--- config.mk ---
export PLATFORM = sky130hd
export DESIGN_NAME = log_record_deframer_top_flat
export DESIGN_NICKNAME = d
export VERILOG_FILES = /design/src/design/lrd_pkg.sv /design/src/design/lrd_if.sv /design/src/design/lrd_parser.sv /design/src/design/lrd_out_buffer.sv /design/src/design/log_record_deframer_top.sv /design/src/flat_wrapper.sv
export SDC_FILE = /design/constraint.sdc
export NUM_CORES = 2
export LEC_CHECK = 0
export ABC_AREA = 1
export BUFFER_PORTS_ARGS = -buffer_cell sky130_fd_sc_hd__buf_4
export CAP_MARGIN = 30
export CORE_MARGIN = 1
export CORE_UTILIZATION = 45
export DETAILED_ROUTE_END_ITERATION = 16
export PLACE_DENSITY = 0.72
export SLEW_MARGIN = 15
export SYNTH_ARGS = -nofsm -noshare
export SYNTH_HDL_FRONTEND = slang
export SYNTH_SLANG_ARGS = --single-unit
--- constraint.sdc ---
create_clock -name clk -period 19.74 [get_ports clk]
set_input_delay 3.948 -clock clk [delete_from_list [all_inputs] [get_ports clk]]
set_output_delay 3.948 -clock clk [all_outputs]
set_load 0.01 [all_outputs]
--- src/design/lrd_pkg.sv ---
// Shared types and constants of the log record deframer.
// Holds the result, record, error and phase codes and the result transaction struct.
// No dependencies.
package lrd_pkg;

  localparam int unsigned CfgIndexWidth = 2;
  localparam int unsigned CfgDataWidth  = 32;

  typedef enum logic [CfgIndexWidth-1:0] {
    CFG_INSERT_CODE     = 2'd0,
    CFG_UPDATE_CODE     = 2'd1,
    CFG_DELETE_CODE     = 2'd2,
    CFG_CHECKPOINT_CODE = 2'd3
  } cfg_index_t;

  typedef enum logic [1:0] {
    RES_WORD      = 2'd0,
    RES_RECORD    = 2'd1,
    RES_CLEAN_END = 2'd2,
    RES_ERROR     = 2'd3
  } result_kind_t;

  typedef enum logic [1:0] {
    KIND_INSERT     = 2'd0,
    KIND_UPDATE     = 2'd1,
    KIND_DELETE     = 2'd2,
    KIND_CHECKPOINT = 2'd3
  } record_kind_t;

  typedef enum logic [1:0] {
    ERR_NONE      = 2'd0,
    ERR_CHECKSUM  = 2'd1,
    ERR_OPCODE    = 2'd2,
    ERR_TRUNCATED = 2'd3
  } error_code_t;

  typedef enum logic [9:0] {
    PH_LEN     = 10'b00_0000_0001,
    PH_SEQ     = 10'b00_0000_0010,
    PH_OP      = 10'b00_0000_0100,
    PH_ID      = 10'b00_0000_1000,
    PH_DIM     = 10'b00_0001_0000,
    PH_WORD    = 10'b00_0010_0000,
    PH_DELID   = 10'b00_0100_0000,
    PH_CKPT    = 10'b00_1000_0000,
    PH_TRAIL   = 10'b01_0000_0000,
    PH_DISCARD = 10'b10_0000_0000
  } phase_t;

  typedef struct packed {
    result_kind_t result_kind;
    logic [63:0]  sequence_number;
    record_kind_t record_kind;
    logic [63:0]  entry_id;
    logic [31:0]  dimension_count;
    logic [63:0]  checkpoint_sequence;
    logic [31:0]  vector_word;
    logic         is_last_word;
    error_code_t  error_code;
  } result_t;

endpackage

--- src/design/lrd_if.sv ---
// Channel interfaces of the log record deframer: the byte stream and the results.
// Plain valid/ready handshake; no dependencies.
interface lrd_stream_if;
  logic       valid;
  logic       ready;
  logic [7:0] data_byte;
  logic       end_of_stream;

  modport source (output valid, output data_byte, output end_of_stream, input ready);
  modport sink   (input valid, input data_byte, input end_of_stream, output ready);
endinterface

interface lrd_result_if;
  logic        valid;
  logic        ready;
  logic [1:0]  result_kind;
  logic [63:0] sequence_number;
  logic [1:0]  record_kind;
  logic [63:0] entry_id;
  logic [31:0] dimension_count;
  logic [63:0] checkpoint_sequence;
  logic [31:0] vector_word;
  logic        is_last_word;
  logic [1:0]  error_code;

  modport source (
    output valid, output result_kind, output sequence_number, output record_kind,
    output entry_id, output dimension_count, output checkpoint_sequence,
    output vector_word, output is_last_word, output error_code, input ready
  );
  modport sink (
    input valid, input result_kind, input sequence_number, input record_kind,
    input entry_id, input dimension_count, input checkpoint_sequence,
    input vector_word, input is_last_word, input error_code, output ready
  );
endinterface

--- src/design/lrd_parser.sv ---
// Record parser of the log record deframer: opcode registers, parse state and
// the per-byte next-state and result logic. Depends on lrd_pkg.
module lrd_parser
  import lrd_pkg::*;
(
  input  logic                     clk,
  input  logic                     rst,
  input  logic                     cfg_we,
  input  logic [CfgIndexWidth-1:0] cfg_index,
  input  logic [CfgDataWidth-1:0]  cfg_data,
  input  logic                     take,
  input  logic [7:0]               data_byte,
  input  logic                     end_of_stream,
  output logic                     res_valid,
  output result_t                  res
);

  logic [31:0] insert_code, update_code, delete_code, checkpoint_code;

  phase_t       phase, phase_next;
  logic [2:0]   byte_count, byte_count_next;
  logic [31:0]  running_sum, running_sum_next;
  logic [63:0]  field_shift, field_shift_next;
  logic [63:0]  held_sequence, held_sequence_next;
  record_kind_t held_kind, held_kind_next;
  logic [63:0]  held_id, held_id_next;
  logic [31:0]  held_dimensions, held_dimensions_next;
  logic [31:0]  words_left, words_left_next;
  logic [63:0]  held_checkpoint, held_checkpoint_next;

  logic [63:0] field_value;
  logic [31:0] sum_added;
  logic        wide_field;
  logic        field_done;
  logic [31:0] word_value;

  assign field_value = field_shift | (64'(data_byte) << {byte_count, 3'b000});
  assign word_value  = field_value[31:0];
  assign sum_added   = (phase == PH_LEN || phase == PH_TRAIL) ? running_sum
                     : running_sum + 32'(data_byte);
  assign wide_field  = (phase == PH_SEQ) || (phase == PH_ID) || (phase == PH_DELID)
                     || (phase == PH_CKPT);
  assign field_done  = wide_field ? (byte_count == 3'd7) : (byte_count == 3'd3);

  always_comb begin
    phase_next           = phase;
    byte_count_next      = byte_count;
    running_sum_next     = running_sum;
    field_shift_next     = field_shift;
    held_sequence_next   = held_sequence;
    held_kind_next       = held_kind;
    held_id_next         = held_id;
    held_dimensions_next = held_dimensions;
    words_left_next      = words_left;
    held_checkpoint_next = held_checkpoint;
    res_valid            = 1'b0;
    res                  = '0;

    if (end_of_stream) begin
      phase_next       = PH_LEN;
      byte_count_next  = 3'd0;
      field_shift_next = '0;
      running_sum_next = '0;
      if (phase == PH_DISCARD) begin
        res_valid = 1'b0;
      end else if (phase == PH_LEN && byte_count == 3'd0) begin
        res_valid       = 1'b1;
        res.result_kind = RES_CLEAN_END;
      end else begin
        res_valid       = 1'b1;
        res.result_kind = RES_ERROR;
        res.error_code  = ERR_TRUNCATED;
      end
    end else if (phase != PH_DISCARD) begin
      running_sum_next = sum_added;
      if (!field_done) begin
        byte_count_next  = byte_count + 3'd1;
        field_shift_next = field_value;
      end else begin
        byte_count_next  = 3'd0;
        field_shift_next = '0;
        unique case (phase)
          PH_LEN: begin
            running_sum_next = '0;
            phase_next       = PH_SEQ;
          end
          PH_SEQ: begin
            held_sequence_next = field_value;
            phase_next         = PH_OP;
          end
          PH_OP: begin
            held_id_next         = '0;
            held_dimensions_next = '0;
            held_checkpoint_next = '0;
            words_left_next      = '0;
            priority if (word_value == insert_code) begin
              held_kind_next = KIND_INSERT;
              phase_next     = PH_ID;
            end else if (word_value == update_code) begin
              held_kind_next = KIND_UPDATE;
              phase_next     = PH_ID;
            end else if (word_value == delete_code) begin
              held_kind_next = KIND_DELETE;
              phase_next     = PH_DELID;
            end else if (word_value == checkpoint_code) begin
              held_kind_next = KIND_CHECKPOINT;
              phase_next     = PH_CKPT;
            end else begin
              phase_next      = PH_DISCARD;
              res_valid       = 1'b1;
              res.result_kind = RES_ERROR;
              res.error_code  = ERR_OPCODE;
            end
          end
          PH_ID: begin
            held_id_next = field_value;
            phase_next   = PH_DIM;
          end
          PH_DIM: begin
            held_dimensions_next = word_value;
            words_left_next      = word_value;
            phase_next           = (word_value != 32'd0) ? PH_WORD : PH_TRAIL;
          end
          PH_WORD: begin
            words_left_next         = words_left - 32'd1;
            res_valid               = 1'b1;
            res.result_kind         = RES_WORD;
            res.sequence_number     = held_sequence;
            res.record_kind         = held_kind;
            res.entry_id            = held_id;
            res.dimension_count     = held_dimensions;
            res.checkpoint_sequence = held_checkpoint;
            res.vector_word         = word_value;
            res.is_last_word        = (words_left == 32'd1);
            if (words_left == 32'd1) begin
              phase_next = PH_TRAIL;
            end
          end
          PH_DELID: begin
            held_id_next = field_value;
            phase_next   = PH_TRAIL;
          end
          PH_CKPT: begin
            held_checkpoint_next = field_value;
            phase_next           = PH_TRAIL;
          end
          PH_TRAIL: begin
            running_sum_next = '0;
            res_valid        = 1'b1;
            if (word_value == running_sum) begin
              phase_next              = PH_LEN;
              res.result_kind         = RES_RECORD;
              res.sequence_number     = held_sequence;
              res.record_kind         = held_kind;
              res.entry_id            = held_id;
              res.dimension_count     = held_dimensions;
              res.checkpoint_sequence = held_checkpoint;
            end else begin
              phase_next      = PH_DISCARD;
              res.result_kind = RES_ERROR;
              res.error_code  = ERR_CHECKSUM;
            end
          end
          default: begin
            phase_next = PH_DISCARD;
          end
        endcase
      end
    end
  end

  always_ff @(posedge clk) begin
    if (rst) begin
      insert_code     <= 32'd0;
      update_code     <= 32'd1;
      delete_code     <= 32'd2;
      checkpoint_code <= 32'd3;
    end else if (cfg_we) begin
      unique case (cfg_index_t'(cfg_index))
        CFG_INSERT_CODE:     insert_code     <= cfg_data;
        CFG_UPDATE_CODE:     update_code     <= cfg_data;
        CFG_DELETE_CODE:     delete_code     <= cfg_data;
        CFG_CHECKPOINT_CODE: checkpoint_code <= cfg_data;
        default: ;
      endcase
    end
  end

  always_ff @(posedge clk) begin
    if (rst) begin
      phase           <= PH_LEN;
      byte_count      <= '0;
      running_sum     <= '0;
      field_shift     <= '0;
      held_sequence   <= '0;
      held_kind       <= KIND_INSERT;
      held_id         <= '0;
      held_dimensions <= '0;
      words_left      <= '0;
      held_checkpoint <= '0;
    end else if (take) begin
      phase           <= phase_next;
      byte_count      <= byte_count_next;
      running_sum     <= running_sum_next;
      field_shift     <= field_shift_next;
      held_sequence   <= held_sequence_next;
      held_kind       <= held_kind_next;
      held_id         <= held_id_next;
      held_dimensions <= held_dimensions_next;
      words_left      <= words_left_next;
      held_checkpoint <= held_checkpoint_next;
    end
  end

endmodule

--- src/design/lrd_out_buffer.sv ---
// Two-entry result buffer of the log record deframer: an output register and a
// skid register, so the input ready is registered and never follows the output ready
// directly. Depends on lrd_pkg.
module lrd_out_buffer
  import lrd_pkg::*;
(
  input  logic    clk,
  input  logic    rst,
  input  logic    push,
  input  result_t push_data,
  output logic    space,
  output logic    out_valid,
  input  logic    out_ready,
  output result_t out_data
);

  logic    skid_valid;
  result_t skid_data;
  logic    advance;

  // The main register moves when it is empty or its transaction completes.
  assign advance = !out_valid || out_ready;
  assign space   = !skid_valid;

  always_ff @(posedge clk) begin
    if (rst) begin
      out_valid  <= 1'b0;
      skid_valid <= 1'b0;
    end else if (advance) begin
      out_valid  <= skid_valid || push;
      skid_valid <= 1'b0;
    end else if (push) begin
      skid_valid <= 1'b1;
    end
  end

  always_ff @(posedge clk) begin
    if (advance) begin
      if (skid_valid) begin
        out_data <= skid_data;
      end else if (push) begin
        out_data <= push_data;
      end
    end else if (push) begin
      skid_data <= push_data;
    end
  end

endmodule

--- src/design/log_record_deframer_top.sv ---
// Top level of the log record deframer: byte stream in, record results out.
// Depends on lrd_pkg, lrd_if.sv, lrd_parser and lrd_out_buffer.
//
//   Channel  Direction  Transaction carries
//   stream   sink       data_byte, end_of_stream (one stream byte or the end mark)
//   result   source     result_kind and the record fields, at most one per byte
//   cfg      write      cfg_we, cfg_index, cfg_data (opcode registers 0 to 3)
//
// One byte is taken every clock cycle while the skid register is free; the parse
// state is registered as it is taken; a result goes to the output or skid register.
// A two-entry output buffer (output register plus skid register) decouples the
// sides: stream.ready is low only while both entries are full.
// Reset is synchronous and active high; it restores the opcode registers to
// 0, 1, 2 and 3 and starts the parser waiting for a length field.
module log_record_deframer_top
  import lrd_pkg::*;
(
  input  logic                     clk,
  input  logic                     rst,
  input  logic                     cfg_we,
  input  logic [CfgIndexWidth-1:0] cfg_index,
  input  logic [CfgDataWidth-1:0]  cfg_data,
  lrd_stream_if.sink               stream,
  lrd_result_if.source             result
);

  logic    take;
  logic    space;
  logic    res_valid;
  result_t res;
  result_t out_data;

  // A byte transaction completes whenever the skid register is free.
  assign stream.ready = space;
  assign take         = stream.valid && space;

  lrd_parser u_parser (
    .clk          (clk),
    .rst          (rst),
    .cfg_we       (cfg_we),
    .cfg_index    (cfg_index),
    .cfg_data     (cfg_data),
    .take         (take),
    .data_byte    (stream.data_byte),
    .end_of_stream(stream.end_of_stream),
    .res_valid    (res_valid),
    .res          (res)
  );

  lrd_out_buffer u_out_buffer (
    .clk       (clk),
    .rst       (rst),
    .push      (take && res_valid),
    .push_data (res),
    .space     (space),
    .out_valid (result.valid),
    .out_ready (result.ready),
    .out_data  (out_data)
  );

  assign result.result_kind         = out_data.result_kind;
  assign result.sequence_number     = out_data.sequence_number;
  assign result.record_kind         = out_data.record_kind;
  assign result.entry_id            = out_data.entry_id;
  assign result.dimension_count     = out_data.dimension_count;
  assign result.checkpoint_sequence = out_data.checkpoint_sequence;
  assign result.vector_word         = out_data.vector_word;
  assign result.is_last_word        = out_data.is_last_word;
  assign result.error_code          = out_data.error_code;

endmodule
--- src/flat_wrapper.sv ---
// flat-port wrapper written by rule: the top's interface ports become plain ports
module log_record_deframer_top_flat import lrd_pkg::*;
  (clk, rst, cfg_we, cfg_index, cfg_data, stream_valid, stream_data_byte, stream_end_of_stream, stream_ready, result_valid, result_result_kind, result_sequence_number, result_record_kind, result_entry_id, result_dimension_count, result_checkpoint_sequence, result_vector_word, result_is_last_word, result_error_code, result_ready);
  lrd_stream_if stream_i ();
  lrd_result_if result_i ();
  input  logic clk;
  input  logic rst;
  input  logic cfg_we;
  input  logic [CfgIndexWidth-1:0] cfg_index;
  input  logic [CfgDataWidth-1:0] cfg_data;
  input wire logic [$bits(stream_i.valid)-1:0] stream_valid;
  input wire logic [$bits(stream_i.data_byte)-1:0] stream_data_byte;
  input wire logic [$bits(stream_i.end_of_stream)-1:0] stream_end_of_stream;
  output wire logic [$bits(stream_i.ready)-1:0] stream_ready;
  output wire logic [$bits(result_i.valid)-1:0] result_valid;
  output wire logic [$bits(result_i.result_kind)-1:0] result_result_kind;
  output wire logic [$bits(result_i.sequence_number)-1:0] result_sequence_number;
  output wire logic [$bits(result_i.record_kind)-1:0] result_record_kind;
  output wire logic [$bits(result_i.entry_id)-1:0] result_entry_id;
  output wire logic [$bits(result_i.dimension_count)-1:0] result_dimension_count;
  output wire logic [$bits(result_i.checkpoint_sequence)-1:0] result_checkpoint_sequence;
  output wire logic [$bits(result_i.vector_word)-1:0] result_vector_word;
  output wire logic [$bits(result_i.is_last_word)-1:0] result_is_last_word;
  output wire logic [$bits(result_i.error_code)-1:0] result_error_code;
  input wire logic [$bits(result_i.ready)-1:0] result_ready;
  assign stream_i.valid = stream_valid;
  assign stream_i.data_byte = stream_data_byte;
  assign stream_i.end_of_stream = stream_end_of_stream;
  assign stream_ready = stream_i.ready;
  assign result_valid = result_i.valid;
  assign result_result_kind = result_i.result_kind;
  assign result_sequence_number = result_i.sequence_number;
  assign result_record_kind = result_i.record_kind;
  assign result_entry_id = result_i.entry_id;
  assign result_dimension_count = result_i.dimension_count;
  assign result_checkpoint_sequence = result_i.checkpoint_sequence;
  assign result_vector_word = result_i.vector_word;
  assign result_is_last_word = result_i.is_last_word;
  assign result_error_code = result_i.error_code;
  assign result_i.ready = result_ready;
  log_record_deframer_top u_core (.clk(clk), .rst(rst), .cfg_we(cfg_we), .cfg_index(cfg_index), .cfg_data(cfg_data), .stream(stream_i), .result(result_i));
endmodule
# Yosys cells after proc, flatten, opt, wreduce, memory -nomap -nowiden
# Cells that the tools add are included.
totals:
  out_inout_bits: 265
  in_bits: 48
  ff_bits: 1023
  latch_bits: 0
  ramBits: 0
  memories: 0
  rom_bits: 0
classes:
  n_eq_ne: 23
  n_mul: 0
  n_reduce_logical: 41
  order_cmp: 0
  n_shift: 1
  bitwise_logic: 3
  add_sub_neg: 3
  mux: 66
  div_mod_pow: 0
op_table:
  columns: ["cell", "count"]
  rows:
  - ["263-bit 2-to-1 mux", 4]
  - ["226-bit case mux with 2 select lines", 1]
  - ["259-bit 2-to-1 mux", 1]
  - ["64-bit case mux with 2 select lines", 2]
  - ["226-bit 2-to-1 mux", 1]
  - ["64-bit 2-to-1 mux", 3]
  - ["32-bit equality test", 5]
  - ["32-bit 2-to-1 mux", 5]
  - ["32-bit case mux with 3 select lines", 1]
  - ["10-bit 2-to-1 mux", 9]
  - ["10-bit case mux with 8 select lines", 1]
  - ["64-bit bitwise OR", 1]
  - ["32-bit case mux with 2 select lines", 1]
  - ["8-bit by 6-bit left shift with 64-bit output", 1]
  - ["2-bit 2-to-1 mux", 18]
  - ["33-bit 2-to-1 mux", 1]
  - ["32-bit by 8-bit adder with 32-bit output", 1]
  - ["32-bit by 1-bit equality test with 1-bit output, second input constant", 1]
  - ["32-bit nonzero test", 1]
  - ["32-bit by 1-bit subtractor with 32-bit output, second input constant", 1]
  - ["5-bit AND reduction", 5]
  - ["2-bit AND reduction", 7]
  - ["2-bit nonzero test", 6]
  - ["1-bit 2-to-1 mux", 11]
  - ["other kinds (32)", 49]

# Depth between registers and ports, before layout
logic_depth:
  ltp_word: 14
  depth_mapped: 23

# By module
# Synthesis repeated with hierarchy kept, for this count alone.
unflattened:
  cells_unflattened: 5236
  hier_area_um2: 44996.9
modules_own_cells:
  columns: ["mod", "area_each_um2", "cells_per_inst", "seq_area_each_um2", "n_inst"]
  rows:
  - ["lrd_parser", 25649.6, 3846, 9909.5, 1]
  - ["lrd_out_buffer", 19329.8, 1386, 15835.2, 1]
  - ["log_record_deframer_top", 17.5, 4, 0.0, 1]

# Least setup slack after synthesis
# OpenSTA, ideal clock, no wires.
synth_timing:
  path_kind: "input to register"
  from: "in stream_data_byte[2]"
  to: "reg, netlist name u_core.u_out_buffer.out_data[0]"
  setup_ps: 975
  required_ps: 18765
  path_buffers: 0
  cell_stages: 18
  path_slack_ps: 852
  arrival_ps: 17913
  cell_sequence: "inv_1 -> nor2_1 -> nand3_1 -> nand2_1 -> nand2_1 -> nand2_1 -> nor2_1 -> nand2_1 -> nor2_1 -> nand2_1 -> nor2_1 -> nor2_1 -> nand3_1 -> nand2_1 -> nand2_1 -> nand2_1 -> nand2_1 -> a21oi_1"
synth_between:
  elab_chain_cells: 14
synth_lines:
  columns: ["element", "line", "source"]
  rows:
  - ["start, declared", "flat_wrapper.sv:12", "input wire logic [$bits(stream_i.data_byte)-1:0] stream_data_byte;"]
  - ["8-bit by 6-bit left shift with 64-bit output (*)", "lrd_parser.sv:37", "assign field_value = field_shift | (64'(data_byte) << {byte_count, 3'b000});"]
  - ["64-bit bitwise OR (*)", "lrd_parser.sv:37", null]
  - ["32-bit equality test", "lrd_parser.sv:105", "end else if (word_value == checkpoint_code) begin"]
  - ["1-bit 2-to-1 mux", "lrd_parser.sv:105", null]
  - ["1-bit 2-to-1 mux", "lrd_parser.sv:102", "end else if (word_value == delete_code) begin"]
  - ["1-bit 2-to-1 mux", "lrd_parser.sv:99", "end else if (word_value == update_code) begin"]
  - ["1-bit 2-to-1 mux (*)", "lrd_parser.sv:96", "priority if (word_value == insert_code) begin"]
  - ["1-bit case mux with 2 select lines (*)", "lrd_parser.sv:82", "unique case (phase)"]
  - ["1-bit 2-to-1 mux (*)", "lrd_parser.sv:76", "if (!field_done) begin"]
  - ["1-bit 2-to-1 mux (*)", "lrd_parser.sv:74", "end else if (phase != PH_DISCARD) begin"]
  - ["1-bit 2-to-1 mux (*)", "lrd_parser.sv:59", "if (end_of_stream) begin"]
  - ["1-bit logical AND (*)", "log_record_deframer_top.sv:53", ".push (take && res_valid),"]
  - ["2-bit nonzero test (no line) (*)", null, null]
  - ["2-bit AND reduction (no line) (*)", null, null]
# Every way passes the cells marked *; elsewhere a longest branch is shown, timed or not.
# A chain may end at the register's enable or synchronous reset.

# Final worst setup path
layout_timing:
  from: "in stream_data_byte[2]"
  to: "reg u_core.u_out_buffer.skid_data[29] (netlist bit) (enable)"
layout_between:
  elab_chain_cells: 13
layout_lines:
  columns: ["element", "line", "source"]
  rows:
  - ["8-bit by 6-bit left shift with 64-bit output (*)", "lrd_parser.sv:37", null]
  - ["64-bit bitwise OR (*)", "lrd_parser.sv:37", null]
  - ["32-bit equality test", "lrd_parser.sv:105", null]
  - ["1-bit 2-to-1 mux", "lrd_parser.sv:105", null]
  - ["1-bit 2-to-1 mux", "lrd_parser.sv:102", null]
  - ["1-bit 2-to-1 mux", "lrd_parser.sv:99", null]
  - ["1-bit 2-to-1 mux (*)", "lrd_parser.sv:96", null]
  - ["1-bit case mux with 2 select lines (*)", "lrd_parser.sv:82", null]
  - ["1-bit 2-to-1 mux (*)", "lrd_parser.sv:76", null]
  - ["1-bit 2-to-1 mux (*)", "lrd_parser.sv:74", null]
  - ["1-bit 2-to-1 mux (*)", "lrd_parser.sv:59", null]
  - ["1-bit logical AND (*)", "log_record_deframer_top.sv:53", null]
  - ["2-bit AND reduction (no line) (*)", null, null]
  - ["end signal, assigned", "lrd_out_buffer.sv:45", "skid_data <= push_data;"]
  - ["end, declared", "lrd_out_buffer.sv:18", "result_t skid_data;"]
# Marked as above.

==> results.json <==
{
  "fin_skew_ps": 41.0,
  "layout_commonest_cell": "nor2_1",
  "critical_path_peak_fanout": 172,
  "flip_flop_and_latch_count_after_synthesis": 1023,
  "ys_warn_count": 0,
  "cts_inserted_buffers": 103,
  "final_core_utilization_pct": 52.5,
  "synth-async-reset-ratio_pct": 0,
  "worstSetupEndpointType": "register",
  "postSynth.topFlopCell": "edfxtp_1",
  "share_clk_of_total_power_pct": 43.2,
  "avgRoutedWirePerCell_um": 21.9,
  "die_w_um": 316,
  "worst-endpoint-required_ps": 20050,
  "period_minus_slack_ps": 9040,
  "worst-r2r-cell-count": 21,
  "report.final.setup_viol": 0,
  "wire_length_of_the_first_global_routing_pass_um": 208000,
  "tritonroute_pass_1_iters": 6,
  "worst_hold_path.num_cells": 2,
  "grt_max_degree": 231,
  "syn-mean-instance-area_um2": 9.11,
  "layout-area-overhead-vs-synth_pct": 15.1,
  "totalWireLength_um": 141000,
  "number_of_nets_in_the_layout": 5138,
  "cts.htree.levels": 3,
  "synth.cell_area_mm2": 0.0443,
  "global_route.usage.met1_pct": 37.4,
  "max_clock_freq_mhz": 111,
  "dp_hpwl_um": 95300,
  "sequentialPowerShare_pct": 50.6,
  "net_count_synth": 4930,
  "timing.setup.tns_ps": 0,
  "die_height_um": 316,
  "critical_path.slowest_cell": "buf_4",
  "cp-start-kind": "input pin",
  "cp.buffers_inverters": 3,
  "max_stage_delay_ps": 860,
  "timing.setup.critical_path_class": "in2reg",
  "finalWeightedCongestion": 0.999,
  "first_global_vias": 32700,
  "global_route.peak_usage_layer": "met2",
  "outcome": "completed",
  "post-route-period-util_pct": 45.8,
  "layout-drive-gt1-share_pct": 14.9,
  "clk_pin_slew_worst_paths_ps": 60,
  "core-area_mm2": 0.0971,
  "cp_cell_sequence": "buf_4, nand2_1, nor2_1, nand2_1, nand2_1, nand2_1, nand2_1, nor2_1, nand2_1, nor2_1, nand2_1, nor2_1, nor2_1, nand3_1, nand2_1, nand2_1, nand2_1, nand2_1, nor2_4, buf_12, buf_4",
  "internal_power_uw": 3460,
  "detail-route-antenna-nets": 0,
  "most-common-layout-cells": "nor2_1 (673), nand2_1 (670), inv_1 (544), a21oi_1 (540), edfxtp_1 (526)",
  "port-buffer-count": 312,
  "p_switching_uw": 1070,
  "postCtsHoldBufs": 0,
  "power-per-cell-area_mw_per_mm2": 88.8,
  "critical_path_arrival_ps": 9350,
  "grt_overflow": 0,
  "critical_path.most_common_cell": "nand2_1",
  "clkSinkCount": 1023,
  "die_area_mm2": 0.0998,
  "cap_viol_max_count": 0,
  "setup_buffers_after_cts": 0,
  "switching_share_pct": 23.7,
  "antenna_violations_before_repair": 8,
  "ys_top_cells_by_area": "edfxtp_1 (36%), dfxtp_1 (22%), a21oi_1 (6.1%)",
  "clock_latency_ps": 710,
  "num_io_pins": 313,
  "drt_first_iter_violations": 4221,
  "ir_drop_mv": 0.0691,
  "power.combinational.fraction_pct": 6.1,
  "yosys.cell_types.count": 60,
  "critPathTopFamily": "simple AND/OR/NAND/NOR gates",
  "timing_hold_violations_final": 0,
  "all_layer_gr_usage_pct": 27.6,
  "tritoncts": "done",
  "hold_path.class": "reg2reg",
  "total_leakage_power_uw": 0.0205,
  "grtUsageMet2_pct": 43.9,
  "routed_via_density": 5.54,
  "finalMaxSlewViolations": 0,
  "syn-instance-count": 4869,
  "max-slew-margin-rel_pct": 15.4,
  "initial_utilization_pct": 45.6,
  "cts_root_buf": "clkbuf_16",
  "drc_errors": 0,
  "worst-path-stages": 21,
  "cts.repair.resized": 0,
  "cts_max_path_buffers": 3,
  "grt_use_met3_pct": 4.51,
  "number_of_vias_in_the_routed_layout": 35700,
  "ys_seq_area_share_pct": 58.1,
  "post-synth-top-area-cell": "edfxtp_1",
  "floorplan.rows": 114,
  "worst_pin_slew_ps": 1270,
  "edff_count_synth": 526,
  "portion_of_synthesized_cell_area_occupied_by_the_leading_cell_type_pct": 35.6,
  "setup_repair_after_global_routing_missed_its_margin": "false"
}
[logic make-up after synthesis]
family | share of synthesized area, %
compound gates | 13.2
xor+xnor | 0.632
fa+ha+maj | 0.384
buf+inv | 7.83
flops | 58.1
mux | 0.838
simple gates | 19.1
[power by group through the flow]
| stage | Clock, uW | Sequential, uW | Combinational (uW) |
|---|---|---|---|
| after floorplan | 0 | 2360 | 134 |
| after global placement | 0 | 2340 | 269 |
| after detailed placement | 0 | 2340 | 272 |
| after CTS | 1980 | 2290 | 272 |
| after global routing | 2060 | 2300 | 298 |
| final | 1960 | 2290 | 278 |
[state kept, by name, summed over array words and instances (netlist names)]
name	cells
u_core.u_parser.held_id	64
u_core.u_parser.held_sequence	64
u_core.u_parser.words_left	32
u_core.u_parser.phase	10
u_core.u_parser.update_code	32
u_core.u_parser.field_shift	64
u_core.u_parser.checkpoint_code	32
u_core.u_out_buffer.skid_data	263
u_core.u_parser.byte_count	3
u_core.u_parser.held_dimensions	32
u_core.u_out_buffer.skid_valid	1
u_core.u_parser.delete_code	32
u_core.u_out_buffer.out_valid	1
u_core.u_parser.insert_code	32
u_core.u_parser.held_checkpoint	64
u_core.u_out_buffer.out_data	263
u_core.u_parser.held_kind	2
u_core.u_parser.running_sum	32
[path summary, 6_finish.rpt]
path | startpoint | to | slack, ps
max reg2reg | u_core.u_parser.byte_count[2]$_SDFFE_PP0P_ | u_core.u_out_buffer.skid_data[29]$_DFFE_PP_ | 12810
max | stream_data_byte[2] | u_core.u_out_buffer.skid_data[29]$_DFFE_PP_ | 10700
min | u_core.u_parser.held_checkpoint[55]$_SDFFE_PP0P_ | u_core.u_parser.held_checkpoint[55]$_SDFFE_PP0P_ | 470
min reg2reg | u_core.u_parser.held_checkpoint[55]$_SDFFE_PP0P_ | u_core.u_parser.held_checkpoint[55]$_SDFFE_PP0P_ | 470
[layer usage]
| metal | part of all wire (%) | routed length [um] | up-vias |
|---|---|---|---|
| li1 | - | - | 16800 |
| met1 | 41 | 58200 | 17000 |
| met2 | 46 | 65200 | 1607 |
| met3 | 8.3 | 11700 | 304 |
| met4 | 4.2 | 5930 | 10 |
| met5 | 0.040 | 57 | - |
[final cells by class]
class	instances	area (um^2)
fill	8818	46100
sequential	1023	25700
multi-input combinational	3008	15300
timing repair buffer	375	2920
clock buffer	130	2820
inverter	566	2150
tap	1276	1600
clock inverter	65	543
antenna	4	10.0
[tightest hold or removal path, delay by kind of cell, from the launching register on]
family	cells	cell delay [ps]
flip-flops	1	310
AND/OR/NAND/NOR	1	60
AO/OA/AOI/OAI	1	50
[cells in the mapped netlist, types with 37 or more instances]
master	number
nor2_1	674
nand2_1	672
inv_1	548
a21oi_1	543
edfxtp_1	526
dfxtp_1	497
o21ai_0	320
nand3_1	256
clkbuf_1	172
nand3_2	115
a211oi_1	62
a22oi_1	57
buf_2	52
nor3_1	47
nand4_1	37
[per-stage QoR]
step                      setup WS, ps  power [uW]  cells  cell area, um^2  hold WS (ps)
after CTS                        10760        4550   6438            51000           465
after detailed placement         10040        2610   6243            47600           456
after global routing             10350        4660   6444            51000           483
after floorplan                    852        2500   4869            44300           444
final                            10700        4530   6447            51000           467
after global placement            9930        2610   6236            47500           453
No activity file was read; power rests on OpenSTA's default activity.
